### config.mk
export PLATFORM = sky130hd
export DESIGN_NAME = ldnem_back
export DESIGN_NICKNAME = d
export VERILOG_FILES = /design/src/design/ldnem_pkg.sv /design/src/design/ldnem_back.sv
export SDC_FILE = /design/constraint.sdc
export NUM_CORES = 2
export LEC_CHECK = 0
export BUFFER_PORTS_ARGS = -buffer_cell sky130_fd_sc_hd__buf_2
export CAP_MARGIN = 20
export CORE_AREA = 3 3 278 280
export DETAILED_ROUTE_END_ITERATION = 10
export DIE_AREA = 0 0 281 283
export PLACE_DENSITY_LB_ADDON = 0.05
export RECOVER_POWER = 100
export SLEW_MARGIN = 0
export SYNTH_ARGS = -nofsm -noshare
export SYNTH_HDL_FRONTEND = slang
export SYNTH_SLANG_ARGS = --single-unit
export TNS_END_PERCENT = 20
### constraint.sdc
create_clock -name clk -period 10.09 [get_ports clk]
set_input_delay 2.018 -clock clk [delete_from_list [all_inputs] [get_ports clk]]
set_output_delay 2.018 -clock clk [all_outputs]
set_load 0.1 [all_outputs]
### src/design/ldnem_pkg.sv
// Shared types, constants and register codes of the L*a*b*-depth edge map.
package ldnem_pkg;

    localparam int CHAN_W        = 8;
    localparam int IMAGE_WIDTH_W = 11;
    localparam int WEIGHT_W      = 4;
    localparam int GAIN_W        = 5;
    localparam int BRIGHT_W      = 8;
    localparam int CFG_INDEX_W   = 3;
    localparam int CFG_DATA_W    = 11;
    localparam int DEF_MAX_WIDTH = 1024;
    localparam int QUEUE_DEPTH   = 4;

    localparam logic [IMAGE_WIDTH_W-1:0] RST_IMAGE_WIDTH = 11'd640;
    localparam logic [WEIGHT_W-1:0]      RST_WEIGHT_L    = 4'd1;
    localparam logic [WEIGHT_W-1:0]      RST_WEIGHT_A    = 4'd1;
    localparam logic [WEIGHT_W-1:0]      RST_WEIGHT_B    = 4'd1;
    localparam logic [WEIGHT_W-1:0]      RST_WEIGHT_D    = 4'd2;
    localparam logic [GAIN_W-1:0]        RST_GAIN        = 5'd10;
    localparam logic [BRIGHT_W-1:0]      RST_BRIGHTNESS  = 8'd1;

    typedef enum logic [CFG_INDEX_W-1:0] {
        CFG_IMAGE_WIDTH = 3'd0,
        CFG_WEIGHT_L    = 3'd1,
        CFG_WEIGHT_A    = 3'd2,
        CFG_WEIGHT_B    = 3'd3,
        CFG_WEIGHT_D    = 3'd4,
        CFG_GAIN        = 3'd5,
        CFG_BRIGHTNESS  = 3'd6
    } cfg_index_t;

    typedef struct packed {
        logic [CHAN_W-1:0] depth;
        logic [CHAN_W-1:0] b;
        logic [CHAN_W-1:0] a;
        logic [CHAN_W-1:0] l;
    } pixel_t;

    typedef struct packed {
        logic [WEIGHT_W-1:0] weight_l;
        logic [WEIGHT_W-1:0] weight_a;
        logic [WEIGHT_W-1:0] weight_b;
        logic [WEIGHT_W-1:0] weight_d;
        logic [GAIN_W-1:0]   gain;
        logic [BRIGHT_W-1:0] brightness;
    } dist_cfg_t;

    typedef struct packed {
        pixel_t pix;
        pixel_t up;
        pixel_t left;
        logic   use_up;
        logic   use_left;
    } job_t;

endpackage

### src/design/ldnem_back.sv
// Distance engine: weighted distances, bit-serial square root, minimum and brightness.
module ldnem_back (
    input  logic                             clk,
    input  logic                             rst_n,
    input  ldnem_pkg::dist_cfg_t             dist_cfg,
    input  logic                             q_empty,
    input  ldnem_pkg::job_t                  pop_job,
    output logic                             pop,
    output logic                             out_valid,
    input  logic                             out_stall,
    output logic [ldnem_pkg::CHAN_W-1:0]     edge_strength
);
    import ldnem_pkg::*;

    typedef enum logic [2:0] {
        S_IDLE,
        S_SQUARE,
        S_WSUM,
        S_SCALE,
        S_ROOT,
        S_PRODUCT,
        S_EMIT
    } state_t;

    state_t          state_reg;
    job_t            job_reg;
    logic            nb_left_reg;
    logic [15:0]     sq_reg [4];
    logic [21:0]     sum_reg;
    logic [31:0]     v_reg;
    logic [9:0]      gsq_reg;
    logic [7:0]      root_reg;
    logic [2:0]      bit_reg;
    logic [7:0]      best_reg;
    logic            have_reg;
    logic [15:0]     prod_reg;
    logic            out_valid_reg;
    logic [7:0]      edge_reg;

    pixel_t          nb;
    logic [7:0]      trial;
    logic [15:0]     trial_sq;
    logic [7:0]      root_step;
    logic [7:0]      nb_dist;
    logic [7:0]      best_new;
    logic            out_free;

    function automatic logic [15:0] sq_diff(input logic [7:0] x, input logic [7:0] y);
        logic [7:0] d;
        d = (x > y) ? x - y : y - x;
        return 16'(d) * 16'(d);
    endfunction

    assign pop           = (state_reg == S_IDLE) && !q_empty;
    assign out_valid     = out_valid_reg;
    assign edge_strength = edge_reg;
    assign out_free      = !out_valid_reg || !out_stall;

    always_comb
    begin
        nb        = nb_left_reg ? job_reg.left : job_reg.up;
        trial     = root_reg | (8'd1 << bit_reg);
        trial_sq  = 16'(trial) * 16'(trial);
        root_step = (trial_sq <= v_reg[15:0]) ? trial : root_reg;
        nb_dist   = (v_reg[31:16] != '0) ? 8'hFF : root_step;
        best_new  = (!have_reg || nb_dist < best_reg) ? nb_dist : best_reg;
    end

    always_ff @(posedge clk or negedge rst_n)
    begin
        if (!rst_n)
        begin
            state_reg     <= S_IDLE;
            job_reg       <= '0;
            nb_left_reg   <= 1'b0;
            sq_reg        <= '{default: '0};
            sum_reg       <= '0;
            v_reg         <= '0;
            gsq_reg       <= '0;
            root_reg      <= '0;
            bit_reg       <= '0;
            best_reg      <= '0;
            have_reg      <= 1'b0;
            prod_reg      <= '0;
            out_valid_reg <= 1'b0;
            edge_reg      <= '0;
        end
        else
        begin
            gsq_reg <= 10'(dist_cfg.gain) * 10'(dist_cfg.gain);
            if (out_valid_reg && !out_stall && state_reg != S_EMIT)
            begin
                out_valid_reg <= 1'b0;
            end
            case (state_reg)
                S_IDLE:
                begin
                    if (!q_empty)
                    begin
                        job_reg  <= pop_job;
                        have_reg <= 1'b0;
                        best_reg <= '0;
                        if (pop_job.use_up)
                        begin
                            nb_left_reg <= 1'b0;
                            state_reg   <= S_SQUARE;
                        end
                        else if (pop_job.use_left)
                        begin
                            nb_left_reg <= 1'b1;
                            state_reg   <= S_SQUARE;
                        end
                        else
                        begin
                            state_reg <= S_PRODUCT;
                        end
                    end
                end
                S_SQUARE:
                begin
                    sq_reg[0] <= sq_diff(job_reg.pix.l, nb.l);
                    sq_reg[1] <= sq_diff(job_reg.pix.a, nb.a);
                    sq_reg[2] <= sq_diff(job_reg.pix.b, nb.b);
                    sq_reg[3] <= sq_diff(job_reg.pix.depth, nb.depth);
                    state_reg <= S_WSUM;
                end
                S_WSUM:
                begin
                    sum_reg <= 22'(20'(dist_cfg.weight_l) * 20'(sq_reg[0]))
                             + 22'(20'(dist_cfg.weight_a) * 20'(sq_reg[1]))
                             + 22'(20'(dist_cfg.weight_b) * 20'(sq_reg[2]))
                             + 22'(20'(dist_cfg.weight_d) * 20'(sq_reg[3]));
                    state_reg <= S_SCALE;
                end
                S_SCALE:
                begin
                    v_reg     <= 32'(gsq_reg) * 32'(sum_reg);
                    root_reg  <= '0;
                    bit_reg   <= 3'd7;
                    state_reg <= S_ROOT;
                end
                S_ROOT:
                begin
                    root_reg <= root_step;
                    if (bit_reg == '0)
                    begin
                        best_reg <= best_new;
                        have_reg <= 1'b1;
                        if (!nb_left_reg && job_reg.use_left)
                        begin
                            nb_left_reg <= 1'b1;
                            state_reg   <= S_SQUARE;
                        end
                        else
                        begin
                            state_reg <= S_PRODUCT;
                        end
                    end
                    else
                    begin
                        bit_reg <= bit_reg - 3'd1;
                    end
                end
                S_PRODUCT:
                begin
                    prod_reg  <= 16'(best_reg) * 16'(dist_cfg.brightness);
                    state_reg <= S_EMIT;
                end
                S_EMIT:
                begin
                    if (out_free)
                    begin
                        out_valid_reg <= 1'b1;
                        edge_reg      <= (prod_reg > 16'd255) ? 8'hFF : prod_reg[7:0];
                        state_reg     <= S_IDLE;
                    end
                end
                default:
                begin
                    state_reg <= S_IDLE;
                end
            endcase
        end
    end

endmodule

; ---- Word-level counts from Yosys, hierarchy flattened
; Index checks and enable logic that the tools add are counted.
; W data, S select, Z words.
[op_classes]
n_mux = 34
eq_ne = 14
bitwise = 2
mul = 12
n_reduce_logical = 23
n_shift = 1
add_sub_neg = 12
magnitude_cmp = 7
[op_table]
columns = op, n
row1 = $mul A8 B8 Y16, 6
row2 = $mul A4 B16 Y20, 4
row3 = $mux W8, 10
row4 = $sub A8 B8 Y8, 8
row5 = $gt A8 B8 Y1, 4
row6 = $mul A10 B22 Y32, 1
row7 = $mux W32, 1
row8 = $pmux W8 S2, 2
row9 = $add A21 B20 Y22, 1
row10 = $add A22 B20 Y22, 1
row11 = $add A20 B20 Y21, 1
row12 = $mux W3, 7
row13 = $pmux W3 S7, 1
row14 = $gt A16 B8 Y1 const B, 1
row15 = $le A16 B16 Y1, 1
row16 = $reduce_bool A16 Y1, 1
row17 = $ne A2 B2 Y1 const B, 6
row18 = $mul A5 B5 Y10, 1
row19 = $mux W1, 10
row20 = $eq A3 B3 Y1 const B, 3
row21 = $lt A8 B8 Y1, 1
row22 = $or A8 B8 Y8, 1
row23 = $shl A1 B3 Y8 const A, 1
row24 = $eq A3 B2 Y1 const B, 2
row25 = 15 further kinds, 30
[word_totals]
in_bits = 131
regBits = 274
wordCells = 134

; ---- Longest topological paths before layout
[depth]
depth_word = 11
depth_mapped = 39

; ---- Least setup slack after synthesis
; Ideal clock, no wire load.
[synth_path]
kind = flip-flop to flip-flop
from = register nb_left_reg
to = register sq_reg[15] in the netlist's numbering
setup_time_ns = 0.092
slack_ns = 2.052
n_path_buf = 2
arrival_ns = 7.946
stages_incl_launch_ff = 32
cell_sequence = dfrtp_1 -> clkbuf_1 -> clkbuf_1 -> mux2i_1 -> inv_1 -> ha_1 -> inv_1 -> fa_1 -> a211oi_2 -> o21ai_2 -> and4_4 -> or3_2 -> a22o_2 -> a21oi_1 -> xor2_1 -> nor2_1 -> fa_1 -> inv_1 -> fa_1 -> fa_1 -> fa_1 -> inv_1 -> ha_1 -> or2_2 -> a21oi_1 -> a31oi_1 -> a41o_1 -> o21ai_0 -> or2b_2 -> a21oi_1 -> nor3_2 -> o31ai_2
[synth_between]
elab_chain_len = 4
[synth_lines]
columns = element, line
row1 = "start, declared", ldnem_back.sv:27  ; logic nb_left_reg;
row2 = "start signal, assigned", ldnem_back.sv:75  ; nb_left_reg <= 1'b0;
row3 = "start signal, assigned", ldnem_back.sv:105  ; nb_left_reg <= 1'b0;
row4 = "start signal, assigned", ldnem_back.sv:110  ; nb_left_reg <= 1'b1;
row5 = $mux W32 *, ldnem_back.sv:61  ; nb = nb_left_reg ? job_reg.left : job_reg.up;
row6 = $sub A8 B8 Y8 / $gt A8 B8 Y1 (equally long branches), ldnem_back.sv:50  ; d = (x > y) ? x - y : y - x;
row7 = $mux W8 *, ldnem_back.sv:50
row8 = $mul A8 B8 Y16 *, ldnem_back.sv:51  ; return 16'(d) * 16'(d);
row9 = "end, declared", ldnem_back.sv:28  ; logic [15:0] sq_reg [4];
; Every way passes the cells marked *; elsewhere a longest branch is shown, timed or not.
; A chain may end at the register's enable or synchronous reset.

; ---- Worst setup path after layout
; Ends and elaborated chain as after synthesis.

==> impl_metrics.yaml <==
run_status:
  status: "finished with violations"
  violations: "max-capacitance violations, max-slew violations"
cells_and_area:
  layout.nets: 5333
  final_layout_size_suffix_gt1_share_pct: 6.263
  syn2layout_area_growth_pct: 7.423
  n_fill_cell: 7170
  antenna_cells: 0
  final_cell_mix: "750 x nand2_1, 673 x inv_1, 512 x fa_1"
  largest_reg_flops: 97
  final_common_cell: "nand2_1"
die:
  die_area_um2: 79520
  die_w_um: 281
  start_util_pct: 50.10
  die_h_um: 283
  core-area_um2: 74700
  boundaryPins: 141
  rows: 100
drt:
  finalWirelength_um: 86980
  vias: 27420
  first_pass_iters: 5
  drtIter0Drc: 1090
  wire_per_inst_um: 16.52
  drc: 0
  via_per_inst: 5.209
  antenna_left: 0
timing:
  rsz0062_at_grt: "no"
  relSlewSlack_pct: -185.4
  fin_crit_ns: 9.175
  fin_setup_tns_ns: 0
  fin_crit_sh_pct: 90.93
  worstMarginPinSlew_ns: 4.280
  final_hold_viol_count: 0
  max_freq_mhz: 109.0
  setup_violations: 0
  skew_ns: 0.03136
  slew_violations: 565
min_path:
  hold_path.class: "flop to flop"
  whs_endpoint: "job_reg[45]"
  hold_start: "job_reg[45]"
  min_delay_path_depth: 2
global_route:
  grtUsageTotal_pct: 22.80
  antenna_found_initial: 0
  grt_pass1_vias: 28890
  overflow: 0
  grt_start_max_net_pins: 136
  grt_pass1_wl_um: 148500
yosys:
  synth_edf_count: 0
  synthTopCellsByArea: "fa_1 27%, dfrtp_1 18%, ha_1 14%"
  netlist-cell-type-count: 95
  ys_ff_latch: 269
  yosys.area.top_type_share_pct: 27.39
  async_reset_ff_share_pct: 100.0
  netlist_area_um2: 37420
  synth.avg_cell_area_um2: 8.910
  netlist_instances: 4200
  yosys_most_used_dff: "dfrtp_1"
  yosysTopAreaCell: "fa_1"
  yosysSeqAreaShare_pct: 17.99
  yosys_warnings: 0
cts:
  clock-sinks: 269
  cts_buffers: 37
  ctsResizeCount: 0
  h-tree-depth: 2
  clk_pin_slew_ns: 0.07
  holdBufCountCts: 0
  cts_setup_buffers: 0
  clkLatencyLatePin_ns: 0.57
  cts_tree: "yes"
  clockBufferDepth: 3
  clockRootBuffer: "clkbuf_16"
critical_path:
  cp_num_buf_inv: 4
  crit_start: "nb_left_reg"
  crit_type: "flop to flop"
  r2r_cells: 29
  required_ns: 10.51
  crit_path_end_kind: "flop"
  crit_arrival_ns: 9.59
  path_max_fanout: 26
  crit_top_cell: "fa_1"
  slowest_stage: "dfrtp_1"
  critPathTopFamily: "adder cells"
  worstReg2RegStart: "nb_left_reg"
  reg2reg_to: "sq_reg[15]"
  startpoint_type: "flop"
  rrSetupSlack_ns: 0.92
  slowest_delay_ns: 1.35
flow_run:
  cap_violations: 8
place:
  dp_hpwl_um: 71550
  port_buffers: 140
  gp_congestion: 0.8607
[worst max path at each step]
stage / endpoint / slack [ns] / cells past startpoint
2_1_floorplan: sq_reg[15] / 2.05 / 31
3_3_place_gp: best_reg[7] / 1.55 / 35
3_5_place_dp: best_reg[6] / 1.37 / 37
4_1_cts: best_reg[6] / 1.34 / 37
5_1_grt: sq_reg[63] / 0.29 / 28
6_report: sq_reg[15] / 0.92 / 29
[stage by stage]
stage	cells	hold WS [ns]	util (%)	setup slack (ns)	area, um2
6_report	5264	0.4734	53.82	0.9150	40200
5_1_grt	5264	0.4985	53.82	0.2895	40200
2_1_floorplan	4203	0.4450	-	2.052	37430
4_1_cts	5264	0.4760	53.93	1.344	40290
3_5_place_dp	5196	0.4616	52.19	1.372	38980
3_3_place_gp	5196	0.4585	52.19	1.554	38980
[Yosys cell counts, drive strengths merged, types with 6 or more instances]
cell type,number
xor2,73
a311o,10
o21a,27
nor3,35
and3,12
and4,6
a21boi,8
or3,12
mux2,11
o22a,9
a211oi,16
fa,512
o31ai,18
nand2,751
nand3,31
clkbuf,123
o21ai,184
inv,674
a21oi,131
mux2i,51
nor2b,21
nor4,16
o41ai,8
a31oi,16
ha,424
o2bb2ai,8
dfrtp,269
xnor2,85
nand4,16
a21o,48
and2,263
nor2,176
buf,12
or2,32
o21bai,24
nand2b,18
[metal layers]
| metal | track usage (%) | part of all wire, % |
|---|---|---|
| met1 | 30.36 | 44 |
| met2 | 40.19 | 51 |
| met3 | 2.338 | 2.9 |
| met4 | 4.859 | 2.2 |
| met5 | 0 | 0 |
[cell type report]
cell class | instances | area, um2 | area share (%)
Multi-Input combinational cell | 3123 | 27610 | 68.69
Clock buffer | 47 | 1025 | 2.549
Sequential cell | 269 | 6731 | 16.75
Timing Repair Buffer | 160 | 807.0 | 2.008
Inverter | 675 | 2535 | 6.306
Tap cell | 969 | 1212 | 3.016
Clock inverter | 21 | 277.8 | 0.6910
[tightest hold or removal path: cells and delay by family (launching register included)]
family / cells / cell delay, ns
flops: 1 / 0.34
simple gates: 2 / 0.10
[logic make-up after synthesis]
kind of cell	count (synthesis)	synth area share, %
adder cells (fa/ha/maj)	936	41.57
XOR/XNOR	158	3.738
AND/OR/NAND/NOR	1401	17.19
other	2	0.02007
multiplexers	62	1.705
flip-flops	269	17.99
buffers and inverters	811	8.258
AO/OA/AOI/OAI	561	9.536
Power is left out: the tool's default activity adds up to more than one toggle a clock period on the data nets, which glitch-free logic cannot reach.
