--- config.mk ---
export PLATFORM = sky130hd
export DESIGN_NAME = ldnem_queue
export DESIGN_NICKNAME = d
export VERILOG_FILES = /design/src/design/ldnem_pkg.sv /design/src/design/ldnem_queue.sv
export SDC_FILE = /design/constraint.sdc
export NUM_CORES = 1
export LEC_CHECK = 0
export BUFFER_PORTS_ARGS = -buffer_cell sky130_fd_sc_hd__buf_4
export CORE_AREA = 2 2 184 186
export CTS_CLUSTER_SIZE = 25
export DETAILED_ROUTE_END_ITERATION = 16
export DIE_AREA = 0 0 186 188
export PLACE_DENSITY = 0.62
export REMOVE_ABC_BUFFERS = 1
export SETUP_SLACK_MARGIN = 0.5
export SKIP_LAST_GASP = 1
export SYNTH_ARGS = -nofsm -noshare
export SYNTH_HDL_FRONTEND = slang
export SYNTH_SLANG_ARGS = --single-unit
--- constraint.sdc ---
create_clock -name clk -period 6.6 [get_ports clk]
set_clock_uncertainty 0.05 [all_clocks]
set_input_delay 0.99 -clock clk [delete_from_list [all_inputs] [get_ports clk]]
set_output_delay 0.99 -clock clk [all_outputs]
set_load 0.02 [all_outputs]
--- src/design/ldnem_pkg.sv ---
// Shared types, constants and register codes of the L*a*b*-depth edge map.
package ldnem_pkg;

    localparam int CHAN_W        = 8;
    localparam int IMAGE_WIDTH_W = 11;
    localparam int WEIGHT_W      = 4;
    localparam int GAIN_W        = 5;
    localparam int BRIGHT_W      = 8;
    localparam int CFG_INDEX_W   = 3;
    localparam int CFG_DATA_W    = 11;
    localparam int DEF_MAX_WIDTH = 1024;
    localparam int QUEUE_DEPTH   = 4;

    localparam logic [IMAGE_WIDTH_W-1:0] RST_IMAGE_WIDTH = 11'd640;
    localparam logic [WEIGHT_W-1:0]      RST_WEIGHT_L    = 4'd1;
    localparam logic [WEIGHT_W-1:0]      RST_WEIGHT_A    = 4'd1;
    localparam logic [WEIGHT_W-1:0]      RST_WEIGHT_B    = 4'd1;
    localparam logic [WEIGHT_W-1:0]      RST_WEIGHT_D    = 4'd2;
    localparam logic [GAIN_W-1:0]        RST_GAIN        = 5'd10;
    localparam logic [BRIGHT_W-1:0]      RST_BRIGHTNESS  = 8'd1;

    typedef enum logic [CFG_INDEX_W-1:0] {
        CFG_IMAGE_WIDTH = 3'd0,
        CFG_WEIGHT_L    = 3'd1,
        CFG_WEIGHT_A    = 3'd2,
        CFG_WEIGHT_B    = 3'd3,
        CFG_WEIGHT_D    = 3'd4,
        CFG_GAIN        = 3'd5,
        CFG_BRIGHTNESS  = 3'd6
    } cfg_index_t;

    typedef struct packed {
        logic [CHAN_W-1:0] depth;
        logic [CHAN_W-1:0] b;
        logic [CHAN_W-1:0] a;
        logic [CHAN_W-1:0] l;
    } pixel_t;

    typedef struct packed {
        logic [WEIGHT_W-1:0] weight_l;
        logic [WEIGHT_W-1:0] weight_a;
        logic [WEIGHT_W-1:0] weight_b;
        logic [WEIGHT_W-1:0] weight_d;
        logic [GAIN_W-1:0]   gain;
        logic [BRIGHT_W-1:0] brightness;
    } dist_cfg_t;

    typedef struct packed {
        pixel_t pix;
        pixel_t up;
        pixel_t left;
        logic   use_up;
        logic   use_left;
    } job_t;

endpackage

--- src/design/ldnem_queue.sv ---
// Short job queue between the front end and the distance engine.
module ldnem_queue (
    input  logic             clk,
    input  logic             rst_n,
    input  logic             push,
    input  ldnem_pkg::job_t  push_job,
    output logic             full,
    input  logic             pop,
    output ldnem_pkg::job_t  pop_job,
    output logic             empty
);
    import ldnem_pkg::*;

    localparam int PW = (QUEUE_DEPTH > 1) ? $clog2(QUEUE_DEPTH) : 1;
    localparam int NW = $clog2(QUEUE_DEPTH + 1);

    job_t            slots [QUEUE_DEPTH];
    logic [PW-1:0]   wr_ptr_reg;
    logic [PW-1:0]   rd_ptr_reg;
    logic [NW-1:0]   count_reg;

    assign full    = (count_reg == NW'(QUEUE_DEPTH));
    assign empty   = (count_reg == '0);
    assign pop_job = slots[rd_ptr_reg];

    always_ff @(posedge clk)
    begin
        if (push)
        begin
            slots[wr_ptr_reg] <= push_job;
        end
    end

    always_ff @(posedge clk or negedge rst_n)
    begin
        if (!rst_n)
        begin
            wr_ptr_reg <= '0;
            rd_ptr_reg <= '0;
            count_reg  <= '0;
        end
        else
        begin
            if (push)
            begin
                wr_ptr_reg <= (wr_ptr_reg == PW'(QUEUE_DEPTH - 1)) ? '0 : wr_ptr_reg + PW'(1);
            end
            if (pop)
            begin
                rd_ptr_reg <= (rd_ptr_reg == PW'(QUEUE_DEPTH - 1)) ? '0 : rd_ptr_reg + PW'(1);
            end
            if (push && !pop)
            begin
                count_reg <= count_reg + NW'(1);
            end
            else if (pop && !push)
            begin
                count_reg <= count_reg - NW'(1);
            end
        end
    end

endmodule

**Yosys cells after proc, flatten, opt, wreduce, memory -nomap -nowiden**

Memory sizes are Yosys's and may differ from the RTL's.
Cells that the tools add are included.

- Memories kept: 1
- Register bits: 7
- Memory bits (writable): 392

- Add/subtract/negate cells: 4
- Reduce and logical (&&, ||, !) cells: 6
- Eq/ne operators: 3
- Muxes and demuxes: 6

Memories:

| memory | depth | bits a word | rd ports | clocked after Yosys merged registers in | write ports | RTL line | source |
|---|---|---|---|---|---|---|---|
| slots | 4 | 98 | 1 | 0 | 1 | ldnem_queue.sv:17 | `job_t slots [QUEUE_DEPTH];` |

Operator list:

| cell | count |
|---|---|
| 3-bit two-way mux | 2 |
| 2-bit by 1-bit adder with 2-bit output (second input constant) | 2 |
| 2-bit == test (second input constant) | 2 |
| 2-bit two-way mux | 2 |
| 3-bit by 1-bit adder with 3-bit output (second input constant) | 1 |
| 3-bit == test (second input constant) | 1 |
| 3-bit logical NOT | 1 |
| 3-bit by 1-bit subtractor with 3-bit output (second input constant) | 1 |
| 1-bit logical AND | 2 |
| 1-bit logical NOT | 2 |
| 1-bit two-way mux | 2 |
| 2-bit nonzero test | 1 |

**Logic depth before layout (Yosys ltp)**

Gate-level depths: netlist of the first run.

- Word-level depth: 4
- Gate-level depth with buffers: 7

**Worst setup path before layout of the first run**

No wires, ideal clock.

- Path type: in2reg
- Start point: in push
- End point: mem slots[2][0] (netlist name) (enable)
- Stages on the path: 1
- Setup time: 468 ps
- Setup slack: 2828 ps
- Data arrival time: 3254 ps
- Path through: and2_1

- Cells in the longest elaborated chain, start to end: 2

RTL lines:

| what | RTL line | source |
|---|---|---|
| from (decl) | ldnem_queue.sv:5 | `input logic push,` |
| 1-bit two-way mux | ldnem_queue.sv:28 | `if (push)` |
| 1-bit two-way mux (implied by the code) | ldnem_queue.sv:30 | `slots[wr_ptr_reg] <= push_job;` |
| to (decl) | ldnem_queue.sv:17 |  |

No other way between the ends.

==> run_summary.xml, run 1 <==
<?xml version="1.0" encoding="UTF-8"?>
<metrics>
  <group name="detailed_routing">
    <metric name="drt-wirelength-per-cell" unit="µm">21.7</metric>
    <metric name="ant_nets" unit="">0</metric>
    <metric name="vias" unit="">6506</metric>
    <metric name="drc" unit="">0</metric>
    <metric name="totalWireLength" unit="µm">27300</metric>
    <metric name="avg_vias_per_cell" unit="">5.18</metric>
    <metric name="drc_violation_total_after_the_first_tritonroute_iteration" unit="">482</metric>
    <metric name="drt_pass1_iterations" unit="">4</metric>
  </group>
  <group name="timing">
    <metric name="worst_hold_slack" unit="ns">0.224</metric>
    <metric name="rsz0062_at_grt" unit="">no</metric>
    <metric name="max_slew.worst_pin.slew" unit="ns">1.05</metric>
    <metric name="period_minus_slack" unit="ns">3.95</metric>
    <metric name="setup_viol" unit="">0</metric>
    <metric name="max_freq" unit="MHz">253</metric>
    <metric name="finalHoldViolations" unit="">0</metric>
    <metric name="slew_headroom" unit="">0.297</metric>
    <metric name="slew_viol_final" unit="">0</metric>
    <metric name="final.period_utilization" unit="">0.598</metric>
    <metric name="setup-tns-final" unit="ns">0</metric>
  </group>
  <group name="setup_path">
    <metric name="startpoint" unit="">rd_ptr_reg[0]</metric>
    <metric name="critical_path_class" unit="">reg2out</metric>
    <metric name="setup.worst_path.start_class" unit="">flop</metric>
    <metric name="crit_required" unit="ns">5.56</metric>
    <metric name="worst-path-max-fanout" unit="">52</metric>
    <metric name="cp-end-kind" unit="">output pin</metric>
    <metric name="startpoint_of_the_lowest_slack_register_to_register_path" unit="">wr_ptr_reg[0]</metric>
    <metric name="arrival_time_of_the_worst_setup_path" unit="ns">2.91</metric>
  </group>
  <group name="synth">
    <metric name="warning_count_from_the_yosys_run" unit="">0</metric>
    <metric name="ys_seq_area_frac" unit="">0.815</metric>
    <metric name="synth.area.mux_share" unit="">0.153</metric>
    <metric name="synthAdderAreaFrac" unit="">0.00649</metric>
    <metric name="synth_cell_types" unit="">20</metric>
    <metric name="post_synthesis_xor_xnor_area_fraction" unit="">0.00179</metric>
    <metric name="synth_compound_gate_area_share" unit="">0.000683</metric>
    <metric name="synthCells" unit="">549</metric>
    <metric name="synthesis.area_per_instance" unit="µm²">26.7</metric>
    <metric name="yosys.area_share.simple" unit="">0.00384</metric>
    <metric name="synth.ff_latch_count" unit="">399</metric>
    <metric name="combinational_family_with_the_most_area_after_synthesis" unit="">multiplexers</metric>
    <metric name="post_synth_instance_area" unit="µm²">14700</metric>
  </group>
  <group name="cells_and_area">
    <metric name="final_common_cell" unit="">edfxtp_1</metric>
    <metric name="nFillCells" unit="">2501</metric>
    <metric name="postLayoutCellArea" unit="µm²">17900</metric>
    <metric name="largest_reg_flops" unit="">392</metric>
    <metric name="drive_above_1_share" unit="">0.460</metric>
    <metric name="layout.cells.non_filler" unit="">1257</metric>
    <metric name="finish.net_count" unit="">886</metric>
    <metric name="areaGrowthSynthToFinish" unit="%">22.1</metric>
    <metric name="most_frequent_cells_in_the_layout" unit="">392 x edfxtp_1, 206 x buf_4, 98 x mux4_2</metric>
  </group>
  <group name="cts">
    <metric name="post_cts.repair.setup_buffers" unit="">0</metric>
    <metric name="clock_tree_from_tritoncts" unit="">built</metric>
    <metric name="cts_max_level" unit="">2</metric>
    <metric name="cts.clk_slew.worst_paths" unit="ns">0.06</metric>
    <metric name="clk_root_buffer_cell" unit="">clkbuf_16</metric>
    <metric name="cts.path.max_buffers" unit="">3</metric>
    <metric name="worst_skew_pair.late_latency" unit="ns">0.52</metric>
    <metric name="postCtsHoldBufs" unit="">0</metric>
    <metric name="cts_made_buffers" unit="">41</metric>
    <metric name="post_cts.resized_instances" unit="">0</metric>
    <metric name="cts.sink_count" unit="">399</metric>
  </group>
  <group name="power_and_ir_drop">
    <metric name="power_per_cell_area" unit="nW/µm²">462</metric>
    <metric name="p_clk_frac" unit="">0.279</metric>
    <metric name="post-layout-total-power" unit="mW">8.27</metric>
    <metric name="cellInternalPower" unit="mW">5.83</metric>
    <metric name="p_sw_frac" unit="">0.295</metric>
    <metric name="maximum_vdd_drop" unit="mV">0.245</metric>
    <metric name="sequentialPowerShare" unit="">0.427</metric>
    <metric name="power_switching" unit="mW">2.44</metric>
    <metric name="leakagePower" unit="nW">6.09</metric>
    <metric name="power.share.combinational" unit="">0.295</metric>
  </group>
  <group name="grt">
    <metric name="initial_antenna_violation_count" unit="">2</metric>
    <metric name="number_of_global_route_vias_before_repair" unit="">7263</metric>
    <metric name="grt_first_pass_wirelength" unit="µm">41600</metric>
    <metric name="gr-total-overflow" unit="">0</metric>
    <metric name="grt_start_max_net_pins" unit="">67</metric>
    <metric name="track_usage" unit="">0.158</metric>
  </group>
  <group name="placement">
    <metric name="gpl.final_weighted_congestion" unit="">0.723</metric>
    <metric name="placed_cell_area" unit="µm²">16500</metric>
    <metric name="numPortBuffers" unit="">201</metric>
    <metric name="hpwlAfterDp" unit="µm">16100</metric>
    <metric name="placed_cells_incl_taps" unit="">1182</metric>
  </group>
  <group name="run_status">
    <metric name="status" unit="">complete, no violations</metric>
  </group>
  <group name="worst_hold_path">
    <metric name="min_path_type" unit="">in2async</metric>
  </group>
  <group name="floorplan">
    <metric name="die_h" unit="µm">188</metric>
    <metric name="die_width" unit="µm">186</metric>
    <metric name="core_region_area" unit="µm²">33100</metric>
    <metric name="floorplan.die_area" unit="µm²">35000</metric>
    <metric name="num_ports" unit="">202</metric>
    <metric name="start_util" unit="">0.443</metric>
    <metric name="core.rowCount" unit="">67</metric>
  </group>
  <group name="run">
    <metric name="cap_viol_max_count" unit="">0</metric>
  </group>
</metrics>
power by group through the flow:
stage                     combinational, mW  sequential, mW  clock (mW)
after floorplan                        1.53            3.61           0
after global placement                 2.47            3.56           0
after CTS                              2.50            3.55        2.36
final                                  2.44            3.53        2.31
after detailed placement               2.49            3.60           0
after global routing                   2.60            3.59        2.45
cells by family after synthesis:
family	Yosys count
AOI/OAI and AO/OA	2
xor gates and xnor gates	3
adders and majority gates	7
buffers and inverters	26
DFF	399
muxes	101
and+or+nand+nor	11
layout make-up:
type	instances	area, µm²	share of cell area
tap	448	561	0.0313
multi-input combinational	124	2440	0.136
timing repair buffer	207	1570	0.0876
inverter	4	15.0	0.000839
clock inverter	16	204	0.0114
antenna	2	5.00	0.000280
sequential	399	12000	0.668
clock buffer	57	1150	0.0642
critical path: stages (launching register included):
cell	delay, ns
dfrtp_4	1.11
buf_12	0.47
mux4_2	0.60
buf_4	0.18
Yosys cell counts:
| master | count | area share |
|---|---|---|
| buf_12 | 9 | 0.012 |
| nor2_1 | 3 | 0.00077 |
| mux4_2 | 98 | 0.15 |
| o21ai_0 | 2 | 0.00068 |
| fa_1 | 1 | 0.0014 |
| nor3b_1 | 1 | 0.00051 |
| nor3_1 | 1 | 0.00034 |
| edfxtp_1 | 392 | 0.80 |
| inv_1 | 4 | 0.0010 |
| buf_4 | 1 | 0.00051 |
| mux2_2 | 3 | 0.0023 |
| and2_1 | 4 | 0.0017 |
| xor2_1 | 2 | 0.0012 |
| buf_2 | 10 | 0.0034 |
| xnor2_1 | 1 | 0.00060 |
| buf_8 | 1 | 0.0010 |
| dfrtp_1 | 7 | 0.012 |
| ha_1 | 6 | 0.0051 |
| nand2_1 | 2 | 0.00051 |
| buf_6 | 1 | 0.00077 |
final timing paths:
kind / to / slack [ns] / cells past startpoint
worst min register to register: count_reg[2] / 0.46 / 1
max in group asynchronous: rd_ptr_reg[0] / 6.14 / 1
worst min-delay path: count_reg[2] / 0.22 / 1
worst max register to register: slots[0][96] / 3.98 / 4
worst max-delay path: pop_job[38] / 2.65 / 3
min in group clk: count_reg[2] / 0.46 / 1
metrics by stage:
step | util | setup slack, ns
3_5_place_dp | 0.499 | 3.05
3_3_place_gp | 0.499 | 3.09
6_report | 0.540 | 2.65
4_1_cts | 0.540 | 2.48
5_1_grt | 0.540 | 2.37
2_1_floorplan | - | 0.972
metal layers:
layer | track usage | vias to the layer above | part of all wire
met3 | 0.0484 | 50 | 0.074
met4 | 0.0439 | 0 | 0.023
met2 | 0.267 | 190 | 0.51
met5 | 0 | - | 0
met1 | 0.199 | 3438 | 0.40
li1 | - | 2828 | -
(Power assumes the default switching activity.)
==> run 2: changes to the inputs <==
Settings changed: PLACE_DENSITY 0.62 to 0.65.
Clock period 6.6 ns to 3.6 ns, I/O delays scaled along.
==> run 2 against run 1 <==
  * Clock power increased by 73%
  * Core utilization increased by 0.16 points
  * Non-clock buffer count increased by 7
  * Hold slack got worse by 0.056 ns
  * Critical path depth unchanged
  * Clock-buffer cell count decreased by 10
  * Total power increased by 82%
  * Sequential cell count unchanged
  * Via count decreased by 0.68%
  * Final cell count increased by 0.24%
  * Cell area increased by 0.30%
  * Largest power group unchanged
==> run_summary.xml, run 2 (synthesis gave the netlist of run 1 again) <==
<?xml version="1.0" encoding="UTF-8"?>
<metrics>
  <group name="run_status">
    <metric name="status" unit="">complete, no violations</metric>
  </group>
  <group name="cells_and_area">
    <metric name="finish.net_count" unit="">893</metric>
    <metric name="largest_reg_flops" unit="">392</metric>
    <metric name="fin_util" unit="">0.542</metric>
    <metric name="drive_above_1_share" unit="">0.463</metric>
    <metric name="postLayoutCellArea" unit="µm²">17900</metric>
    <metric name="nFillCells" unit="">2474</metric>
    <metric name="most_frequent_cells_in_the_layout" unit="">392 x edfxtp_1, 205 x buf_4, 98 x mux4_2</metric>
    <metric name="final_common_cell" unit="">edfxtp_1</metric>
    <metric name="num_antenna_cells" unit="">0</metric>
    <metric name="areaGrowthSynthToFinish" unit="%">22.5</metric>
  </group>
  <group name="cts">
    <metric name="cts_made_buffers" unit="">41</metric>
    <metric name="cts_max_level" unit="">2</metric>
    <metric name="cts.path.max_buffers" unit="">3</metric>
    <metric name="clk_root_buffer_cell" unit="">clkbuf_16</metric>
    <metric name="cts.clk_slew.worst_paths" unit="ns">0.06</metric>
    <metric name="post_cts.resized_instances" unit="">0</metric>
    <metric name="worst_skew_pair.late_latency" unit="ns">0.52</metric>
    <metric name="cts.sink_count" unit="">399</metric>
    <metric name="clock_tree_from_tritoncts" unit="">built</metric>
  </group>
  <group name="timing">
    <metric name="slew_headroom" unit="">0.493</metric>
    <metric name="postLayoutSetupSlackWorst" unit="ns">0.706</metric>
    <metric name="worst_hold_slack" unit="ns">0.168</metric>
    <metric name="slew_viol_final" unit="">0</metric>
    <metric name="rsz0062_at_grt" unit="">no</metric>
    <metric name="max_freq" unit="MHz">346</metric>
    <metric name="period_minus_slack" unit="ns">2.89</metric>
    <metric name="setup_viol" unit="">0</metric>
    <metric name="max_slew.worst_pin.slew" unit="ns">0.761</metric>
    <metric name="final.period_utilization" unit="">0.804</metric>
    <metric name="finalHoldViolations" unit="">0</metric>
  </group>
  <group name="grt">
    <metric name="grt_start_max_net_pins" unit="">53</metric>
    <metric name="grt_first_pass_wirelength" unit="µm">40700</metric>
    <metric name="track_usage" unit="">0.155</metric>
    <metric name="initial_antenna_violation_count" unit="">1</metric>
    <metric name="number_of_global_route_vias_before_repair" unit="">7057</metric>
    <metric name="gr-total-overflow" unit="">0</metric>
  </group>
  <group name="run">
    <metric name="cap_viol_max_count" unit="">0</metric>
  </group>
  <group name="setup_path">
    <metric name="critical_path_class" unit="">reg2out</metric>
    <metric name="setup.worst_path.start_class" unit="">flop</metric>
    <metric name="reg2reg_slack" unit="ns">1.43</metric>
    <metric name="critical_path.cell_chain" unit="">buf_4 &gt; mux4_2 &gt; buf_4</metric>
    <metric name="critical_path.max_stage_delay" unit="ns">0.74</metric>
    <metric name="worst-path-max-fanout" unit="">32</metric>
    <metric name="startpoint_of_the_lowest_slack_register_to_register_path" unit="">wr_ptr_reg[1]</metric>
    <metric name="combined_buffer_and_inverter_count_along_the_critical_path" unit="">2</metric>
    <metric name="crit_required" unit="ns">3.01</metric>
    <metric name="cp-end-kind" unit="">output pin</metric>
    <metric name="critical_path.slowest_cell" unit="">dfrtp_4</metric>
    <metric name="ff2ff_path_depth" unit="">4</metric>
    <metric name="arrival_time_of_the_worst_setup_path" unit="ns">2.30</metric>
    <metric name="crit_path_most_repeated_cell" unit="">buf_4</metric>
    <metric name="rr_endpoint" unit="">slots[1][45]</metric>
    <metric name="category_of_cells_accounting_for_the_largest_share_of_critical_path_delay" unit="">flip-flops</metric>
  </group>
  <group name="power_and_ir_drop">
    <metric name="sequentialPowerShare" unit="">0.417</metric>
    <metric name="post-layout-total-power" unit="mW">15.0</metric>
    <metric name="cellInternalPower" unit="mW">10.6</metric>
    <metric name="power.share.combinational" unit="">0.317</metric>
    <metric name="power_switching" unit="mW">4.46</metric>
    <metric name="leakagePower" unit="nW">6.10</metric>
    <metric name="p_sw_frac" unit="">0.297</metric>
    <metric name="p_clk_frac" unit="">0.267</metric>
    <metric name="power_per_cell_area" unit="nW/µm²">837</metric>
    <metric name="maximum_vdd_drop" unit="mV">0.498</metric>
  </group>
  <group name="placement">
    <metric name="gpl.final_weighted_congestion" unit="">0.704</metric>
    <metric name="post-place-ws" unit="ns">1.11</metric>
    <metric name="placed_cell_area" unit="µm²">16600</metric>
    <metric name="numPortBuffers" unit="">201</metric>
    <metric name="hpwlAfterDp" unit="µm">16300</metric>
  </group>
  <group name="floorplan">
    <metric name="die_width" unit="µm">186</metric>
    <metric name="core.rowCount" unit="">67</metric>
    <metric name="floorplan.die_area" unit="µm²">35000</metric>
    <metric name="die_h" unit="µm">188</metric>
    <metric name="num_ports" unit="">202</metric>
    <metric name="core_region_area" unit="µm²">33100</metric>
    <metric name="start_util" unit="">0.443</metric>
  </group>
  <group name="detailed_routing">
    <metric name="avg_vias_per_cell" unit="">5.13</metric>
    <metric name="ant_nets" unit="">0</metric>
    <metric name="vias" unit="">6462</metric>
    <metric name="drt-wirelength-per-cell" unit="µm">21.3</metric>
    <metric name="drc_violation_total_after_the_first_tritonroute_iteration" unit="">399</metric>
    <metric name="totalWireLength" unit="µm">26900</metric>
    <metric name="drc" unit="">0</metric>
    <metric name="drt_pass1_iterations" unit="">4</metric>
  </group>
  <group name="worst_hold_path">
    <metric name="min_to" unit="">slots[0][53]</metric>
    <metric name="min_delay_path_depth" unit="">1</metric>
    <metric name="hold_path.startpoint" unit="">push_job[53]</metric>
    <metric name="min_path_type" unit="">in2reg</metric>
  </group>
</metrics>
-- run 2: cell type report --
type | instances | area (µm²) | area share
Inverter | 4 | 15.0 | 0.000837
Timing Repair Buffer | 214 | 1700 | 0.0950
Clock buffer | 47 | 1050 | 0.0584
Tap cell | 448 | 561 | 0.0312
Clock inverter | 24 | 225 | 0.0125
Sequential cell | 399 | 12000 | 0.666
Multi-Input combinational cell | 124 | 2440 | 0.136
-- run 2: how the worst max path moves through the flow --
stage	startpoint	endpoint	depth (start not counted)
5_1_grt	rd_ptr_reg[0]	pop_job[30]	3
3_5_place_dp	rd_ptr_reg[0]	pop_job[30]	3
4_1_cts	rd_ptr_reg[0]	pop_job[30]	3
3_3_place_gp	rd_ptr_reg[0]	pop_job[30]	3
6_report	rd_ptr_reg[1]	pop_job[30]	3
2_1_floorplan	rd_ptr_reg[0]	pop_job[0]	1
-- run 2: timing repair --
action | CTS | global route
hold buffers | 1 | 0
buffers inserted | 0 | 1
endpoints found under the setup margin | 0 | 24
hold endpoints to repair | 7 | 0
-- run 2: power groups by stage --
stage / logic (mW) / clock network [mW] / registers [mW]
after floorplan: 2.80 / 0 / 6.61
after global placement: 4.76 / 0 / 6.33
after detailed placement: 4.81 / 0 / 6.39
after CTS: 4.84 / 4.11 / 6.30
after global routing: 5.09 / 4.29 / 6.33
final: 4.76 / 4.00 / 6.26
-- run 2: stage by stage --
step,std cells,setup TNS [ns]
6_report,1260,0
5_1_grt,1260,0
4_1_cts,1259,0
3_5_place_dp,1187,0
3_3_place_gp,1187,0
2_1_floorplan,527,-157.12
-- run 2: layer usage --
layer  share of wire  routed length (µm)  GRT usage  vias up
met5         0.00037                  10          0        -
met4           0.025                 673     0.0445        2
met3           0.067                1800     0.0437       54
met2            0.51               13800      0.264      208
met1            0.39               10600      0.194     3367
li1                -                   -          -     2831
